`src/tcw_pkg.sv`:
```
// Shared types and constants for the text console writer.
`timescale 1ns / 1ps

package tcw_pkg;

  // Function codes of an input word
  localparam logic [1:0] FUNC_PUT   = 2'd0;
  localparam logic [1:0] FUNC_CLEAR = 2'd1;
  localparam logic [1:0] FUNC_READ  = 2'd2;

  localparam logic [7:0]  CH_NEWLINE  = 8'd10;
  localparam logic [7:0]  CH_TAB      = 8'd9;
  localparam logic [7:0]  CH_SPACE    = 8'd32;
  localparam logic [15:0] BLANK_CELL  = 16'h0720;
  localparam logic [7:0]  ATTR_RESET  = 8'h07;
  // Tab stops every 4 columns: column mod 4 is its two low bits
  localparam logic [1:0]  TAB_ALIGNED = 2'd0;

  // Register index decoded from paddr[2]
  localparam logic REG_TEXT_ATTR = 1'b0;

  typedef struct packed {
    logic [1:0]  func;
    logic [7:0]  char_code;
    logic [10:0] read_addr;
  } tcw_item_t;

  typedef struct packed {
    logic [10:0] cell_addr;
    logic [15:0] cell_value;
    logic        cell_written;
    logic        scrolled;
    logic [4:0]  cursor_row;
    logic [6:0]  cursor_col;
    logic        last;
  } tcw_result_t;

  typedef enum logic [3:0] {
    ST_INIT,
    ST_IDLE,
    ST_DISPATCH,
    ST_CLEAR,
    ST_READ,
    ST_COPY,
    ST_DRAIN,
    ST_FILL,
    ST_FINISH,
    ST_PUT
  } tcw_state_t;

  typedef enum logic [2:0] {
    MEM_NONE,
    MEM_BLANK,
    MEM_COPY,
    MEM_FILL,
    MEM_PUT,
    MEM_READ
  } tcw_mem_op_t;

  typedef enum logic [1:0] {
    EMIT_OFF,
    EMIT_BARE,
    EMIT_PUT,
    EMIT_READ
  } tcw_emit_t;

  typedef struct packed {
    logic        latch_item;
    logic        sweep_zero;
    logic        sweep_step;
    tcw_mem_op_t mem_op;
    logic        cur_home;
    logic        cur_newline;
    logic        cur_step;
    logic        mark_scroll;
    tcw_emit_t   emit;
    logic        emit_last;
  } tcw_cmd_t;

  typedef struct packed {
    logic [1:0] func;
    logic       is_newline;
    logic       wrap_pending;
    logic       last_row;
    logic       copy_end;
    logic       sweep_end;
    logic       put_last;
  } tcw_status_t;

endpackage

```
`src/tcw_ctrl.sv`:
```
// Sequencing state machine of the text console writer.
`timescale 1ns / 1ps

module tcw_ctrl (
  input  logic               clk,
  input  logic               rst,
  input  logic               start,
  input  tcw_pkg::tcw_status_t sts,
  output tcw_pkg::tcw_cmd_t  cmd,
  output logic               busy
);
  import tcw_pkg::*;

  tcw_state_t state, state_next;

  always_ff @(posedge clk) begin
    if (rst) begin
      state <= ST_INIT;
    end else begin
      state <= state_next;
    end
  end

  assign busy = (state != ST_IDLE);

  always_comb begin
    state_next      = state;
    cmd.latch_item  = 1'b0;
    cmd.sweep_zero  = 1'b0;
    cmd.sweep_step  = 1'b0;
    cmd.mem_op      = MEM_NONE;
    cmd.cur_home    = 1'b0;
    cmd.cur_newline = 1'b0;
    cmd.cur_step    = 1'b0;
    cmd.mark_scroll = 1'b0;
    cmd.emit        = EMIT_OFF;
    cmd.emit_last   = 1'b0;
    unique case (state)
      ST_INIT: begin
        cmd.mem_op     = MEM_BLANK;
        cmd.sweep_step = 1'b1;
        if (sts.sweep_end) begin
          state_next = ST_IDLE;
        end
      end
      ST_IDLE: begin
        if (start) begin
          cmd.latch_item = 1'b1;
          state_next     = ST_DISPATCH;
        end
      end
      ST_DISPATCH: begin
        unique case (sts.func)
          FUNC_CLEAR: begin
            cmd.sweep_zero = 1'b1;
            state_next     = ST_CLEAR;
          end
          FUNC_READ: begin
            cmd.mem_op = MEM_READ;
            state_next = ST_READ;
          end
          FUNC_PUT: begin
            if (sts.is_newline || sts.wrap_pending) begin
              if (sts.last_row) begin
                cmd.sweep_zero = 1'b1;
                state_next     = ST_COPY;
              end else begin
                cmd.cur_newline = 1'b1;
                state_next      = ST_FINISH;
              end
            end else begin
              state_next = ST_PUT;
            end
          end
          default: begin
            state_next = ST_FINISH;
          end
        endcase
      end
      ST_CLEAR: begin
        cmd.mem_op     = MEM_BLANK;
        cmd.sweep_step = 1'b1;
        if (sts.sweep_end) begin
          cmd.cur_home = 1'b1;
          state_next   = ST_FINISH;
        end
      end
      ST_READ: begin
        cmd.emit      = EMIT_READ;
        cmd.emit_last = 1'b1;
        state_next    = ST_IDLE;
      end
      ST_COPY: begin
        cmd.mem_op     = MEM_COPY;
        cmd.sweep_step = 1'b1;
        if (sts.copy_end) begin
          state_next = ST_DRAIN;
        end
      end
      ST_DRAIN: begin
        state_next = ST_FILL;
      end
      ST_FILL: begin
        cmd.mem_op     = MEM_FILL;
        cmd.sweep_step = 1'b1;
        if (sts.sweep_end) begin
          cmd.cur_newline = 1'b1;
          cmd.mark_scroll = 1'b1;
          state_next      = ST_FINISH;
        end
      end
      ST_FINISH: begin
        if (sts.func == FUNC_PUT && !sts.is_newline) begin
          state_next = ST_PUT;
        end else begin
          cmd.emit      = EMIT_BARE;
          cmd.emit_last = 1'b1;
          state_next    = ST_IDLE;
        end
      end
      ST_PUT: begin
        cmd.mem_op    = MEM_PUT;
        cmd.cur_step  = 1'b1;
        cmd.emit      = EMIT_PUT;
        cmd.emit_last = sts.put_last;
        if (sts.put_last) begin
          state_next = ST_IDLE;
        end
      end
      default: begin
        state_next = ST_IDLE;
      end
    endcase
  end

endmodule

```
`config.mk`:
```
export PLATFORM = sky130hd
export DESIGN_NAME = tcw_ctrl
export DESIGN_NICKNAME = d
export VERILOG_FILES = /design/src/tcw_pkg.sv /design/src/tcw_ctrl.sv
export SDC_FILE = /design/constraint.sdc
export NUM_CORES = 1
export LEC_CHECK = 0
export BUFFER_PORTS_ARGS = -buffer_cell sky130_fd_sc_hd__buf_2
export CAP_MARGIN = 20
export CORE_AREA = 2 2 39 41
export DETAILED_ROUTE_END_ITERATION = 8
export DIE_AREA = 0 0 41 43
export PLACE_DENSITY = 0.69
export SYNTH_ARGS = -nofsm -noshare
export SYNTH_HDL_FRONTEND = slang
export SYNTH_SLANG_ARGS = --single-unit
```
`constraint.sdc`:
```
create_clock -name clk -period 4.3 [get_ports clk]
set_clock_uncertainty 0.1 [all_clocks]
set_input_delay 0.645 -clock clk [delete_from_list [all_inputs] [get_ports clk]]
set_output_delay 0.645 -clock clk [all_outputs]
set_load 0.05 [all_outputs]
```
==> flow_summary.rst <==
.. list-table::
   :header-rows: 1

   * - Metric
     - Value
   * - Leakage
     - 0.000328 uW
   * - Maximum number of pins on one net before global-route repair
     - 17
   * - IO buf count
     - 24
   * - Number of enable flip-flop cells after synthesis
     - 0
   * - Register ranked first by flip-flop count
     - state
   * - Power density over the cells
     - slightly above 300 nW/um2
   * - Placed Cells
     - 120
   * - Type of the most critical hold path
     - input pin to register
   * - Share of the cycle needed by the critical path after routing
     - 0.632
   * - Fraction of final layout cells sized beyond drive strength 1
     - 0.271
   * - Headroom to the max-slew limit
     - 0.653
   * - Final Hold Violating Endpoints
     - 0
   * - Core Footprint
     - 1380 um2
   * - TritonCTS sink count
     - 4
   * - Number of vias in the routed layout
     - 694
   * - Clk Latency, worst-skew pair
     - 0.24 ns
   * - Fraction of post-synthesis cell area in the top cell type by area
     - 0.149
   * - Startpoint of the worst setup timing path
     - state[0]$_SDFFE_PP0P_
   * - Leading cell type by number of instances after synthesis
     - sky130_fd_sc_hd__nor2_1
   * - Register cell area after layout
     - 80.1 um2
   * - Startpoint type of the worst setup path
     - register
   * - Final setup TNS
     - 0 ns
   * - Cell type contributing the most total cell area after synthesis
     - sky130_fd_sc_hd__dfxtp_1
   * - Tightest Pin Transition
     - a little over 0.5 ns
   * - Maximum VDD drop
     - ~79 uV
   * - Proportion of synthesized chip area in sequential cells
     - 0.149
   * - Critical path data required time
     - between 3 and 4 ns
   * - Top-level I/O count
     - 25
   * - Largest fanout of any net on the critical path
     - 16
   * - Setup crit end kind
     - primary output
   * - Total Routed Length
     - roughly 1.5 mm
   * - Post-synthesis area per instance
     - 6.33 um2
   * - Number of antenna violations at the first check in global routing
     - 0
   * - Yosys warning count
     - 0
   * - Number of cells on the worst hold path
     - 2
   * - Synthesized instance count
     - 85
   * - # nets final
     - between 100 and 150
   * - Area taken by multi-input logic gates
     - between 400 and 500 um2
   * - Nets in the synthesized netlist
     - 96
   * - Leftover overflow at the end of global routing
     - 0
   * - Post-synthesis cell area
     - 538 um2
   * - Floorplan die area
     - roughly 1800 um2
   * - Post-synth ARST share
     - 0
   * - H-tree depth reported by CTS
     - 1
   * - Final weighted congestion in routability-driven placement
     - slightly below 0.8
   * - Final Critical Period
     - roughly 2.7 ns
   * - Capture point of the worst path
     - cmd[5]
   * - Die H
     - roughly 43 um
   * - Clk pin slew, worst setup/hold paths
     - 0.03 ns
   * - Unrepaired setup endpoints after global routing
     - false
   * - Vias in the first global route
     - between 600 and 700
   * - Worst R2R End
     - state[0]$_SDFFE_PP0P_
   * - Dominant cells by area after synthesis
     - sky130_fd_sc_hd__dfxtp_1, sky130_fd_sc_hd__nor2_1, sky130_fd_sc_hd__a21oi_1
   * - Number of DRC violations after detailed-routing iteration 0
     - 6
   * - Cell chosen for the clock root
     - sky130_fd_sc_hd__clkbuf_4
   * - Origin of the worst min-delay path
     - rst
   * - FF+latch count, synth
     - 4
   * - TritonCTS clock tree
     - done
   * - Number of flip-flops under the largest register name
     - 4
   * - Maximum clock frequency
     - approximately 370 MHz
   * - Critical path type
     - register to primary output
   * - Number of buffers inserted during clock tree synthesis
     - 3
   * - Overall die width
     - 41 um
   * - Biggest regs
     - state: 4 flops
   * - Number of buffers on the longest clock path
     - 2
   * - Arrival time at the worst endpoint
     - 1.97 ns
   * - Number of rows created at floorplan
     - 14
   * - Avg WL per Cell
     - approximately 12 um
   * - Final non-filler cell total
     - around 120
   * - # Max-Cap Violations
     - 0
   * - First-pass DRT Iterations
     - 4
   * - Number of cell instances on the worst register-to-register path
     - 4
   * - Worst-case register-to-register setup slack
     - roughly 2.6 ns
   * - Quantity of hold-fixing buffers added after cts
     - 0
   * - Final Slew Violations
     - 0
   * - Global router's overall resource usage
     - 0.201
   * - Total setup buffers inserted after CTS
     - 0
   * - Initial standard-cell utilization of the core
     - 0.389
   * - Global-route wire length before repair
     - around 2.5 mm
   * - Filler cell count
     - about 150
   * - Leading cell types by count after synthesis
     - sky130_fd_sc_hd__nor2_1, sky130_fd_sc_hd__a21oi_1, sky130_fd_sc_hd__nand2_1, sky130_fd_sc_hd__nand2b_1
   * - Reg2Reg Launch Point
     - state[1]$_SDFFE_PP0P_
   * - Final Setup Violations
     - 0
   * - Leading register cell type out of synthesis
     - sky130_fd_sc_hd__dfxtp_1
   * - Antenna diode count
     - 0
   * - Unique masters post-synth
     - 32
   * - Post-cts gate resize count
     - 0
   * - Residual DRC
     - 0
   * - Status
     - complete, no violations
   * - P&R area growth vs syn
     - 25.1%
   * - Final HPWL from detailed placement
     - between 1 and 1.5 mm
   * - Number of nets still failing antenna checks after routing
     - 0
   * - Vias per cell
     - about 5.6
## kinds of logic after synthesis
logic type / after synthesis / share of synthesized area
compound gates: 24 / 0.298
xor+xnor: 1 / 0.0163
buf+inv: 9 / 0.0790
flops: 4 / 0.149
mux: 1 / 0.0186
simple gates: 46 / 0.440
## layer usage
metal,wire [um],vias up,GRT usage
met3,76,5,0.0314
met2,707,26,0.306
li1,-,349,-
met1,687,314,0.261
met5,0,-,0
met4,33,0,0.100
## critical path, stage by stage (launching register included)
cell and delay [ns]:
sky130_fd_sc_hd__dfxtp_1 0.46, sky130_fd_sc_hd__or2_2 0.40, sky130_fd_sc_hd__or3_2 0.45, sky130_fd_sc_hd__a21oi_1 0.14, sky130_fd_sc_hd__buf_2 0.28
## power breakdown
| part | internal, uW | total [uW] | switching, uW |
|---|---|---|---|
| Sequential | 40.6 | 53.7 | 13.1 |
| Clock | 31.2 | 46.4 | 15.2 |
| Combinational | 34.2 | 109 | 75.2 |
## through the flow
| stage | utilization | instance area [um2] | setup slack [ns] | hold WS, ns | power, uW |
|---|---|---|---|---|---|
| finish | 0.486 | 673 | 1.58 | 0.519 | 210 |
| global route | 0.486 | 673 | 1.49 | 0.520 | 225 |
| floorplan | - | 538 | 1.25 | 0.434 | 137 |
| detailed placement | 0.470 | 651 | 1.66 | 0.597 | 163 |
| CTS | 0.486 | 673 | 1.59 | 0.516 | 211 |
| global placement | 0.470 | 651 | 1.69 | 0.598 | 161 |
## worst min path at each step
| stage | to |
|---|---|
| floorplan | state[0]$_SDFFE_PP0P_ |
| global placement | state[3]$_SDFFE_PP0P_ |
| detailed placement | state[3]$_SDFFE_PP0P_ |
| CTS | state[0]$_SDFFE_PP0P_ |
| global route | state[0]$_SDFFE_PP0P_ |
| finish | state[0]$_SDFFE_PP0P_ |
## area by class of cell
cell class	instances	area share
Inverter	4	0.0223
Tap cell	16	0.0297
Clock buffer	3	0.0335
Multi-Input combinational cell	72	0.617
Timing Repair Buffer	24	0.178
Sequential cell	4	0.119
## placed cells by master, fill, tap and decap left out, types with 3 or more instances in the layout
master / count
sky130_fd_sc_hd__buf_2: 24
sky130_fd_sc_hd__nor2_1: 16
sky130_fd_sc_hd__a21oi_1: 7
sky130_fd_sc_hd__nand2b_1: 5
sky130_fd_sc_hd__nand2_1: 5
sky130_fd_sc_hd__inv_1: 4
sky130_fd_sc_hd__nand3_1: 4
sky130_fd_sc_hd__and3_1: 4
sky130_fd_sc_hd__dfxtp_1: 4
sky130_fd_sc_hd__clkbuf_4: 3
No activity file was read; power rests on OpenSTA's default activity.
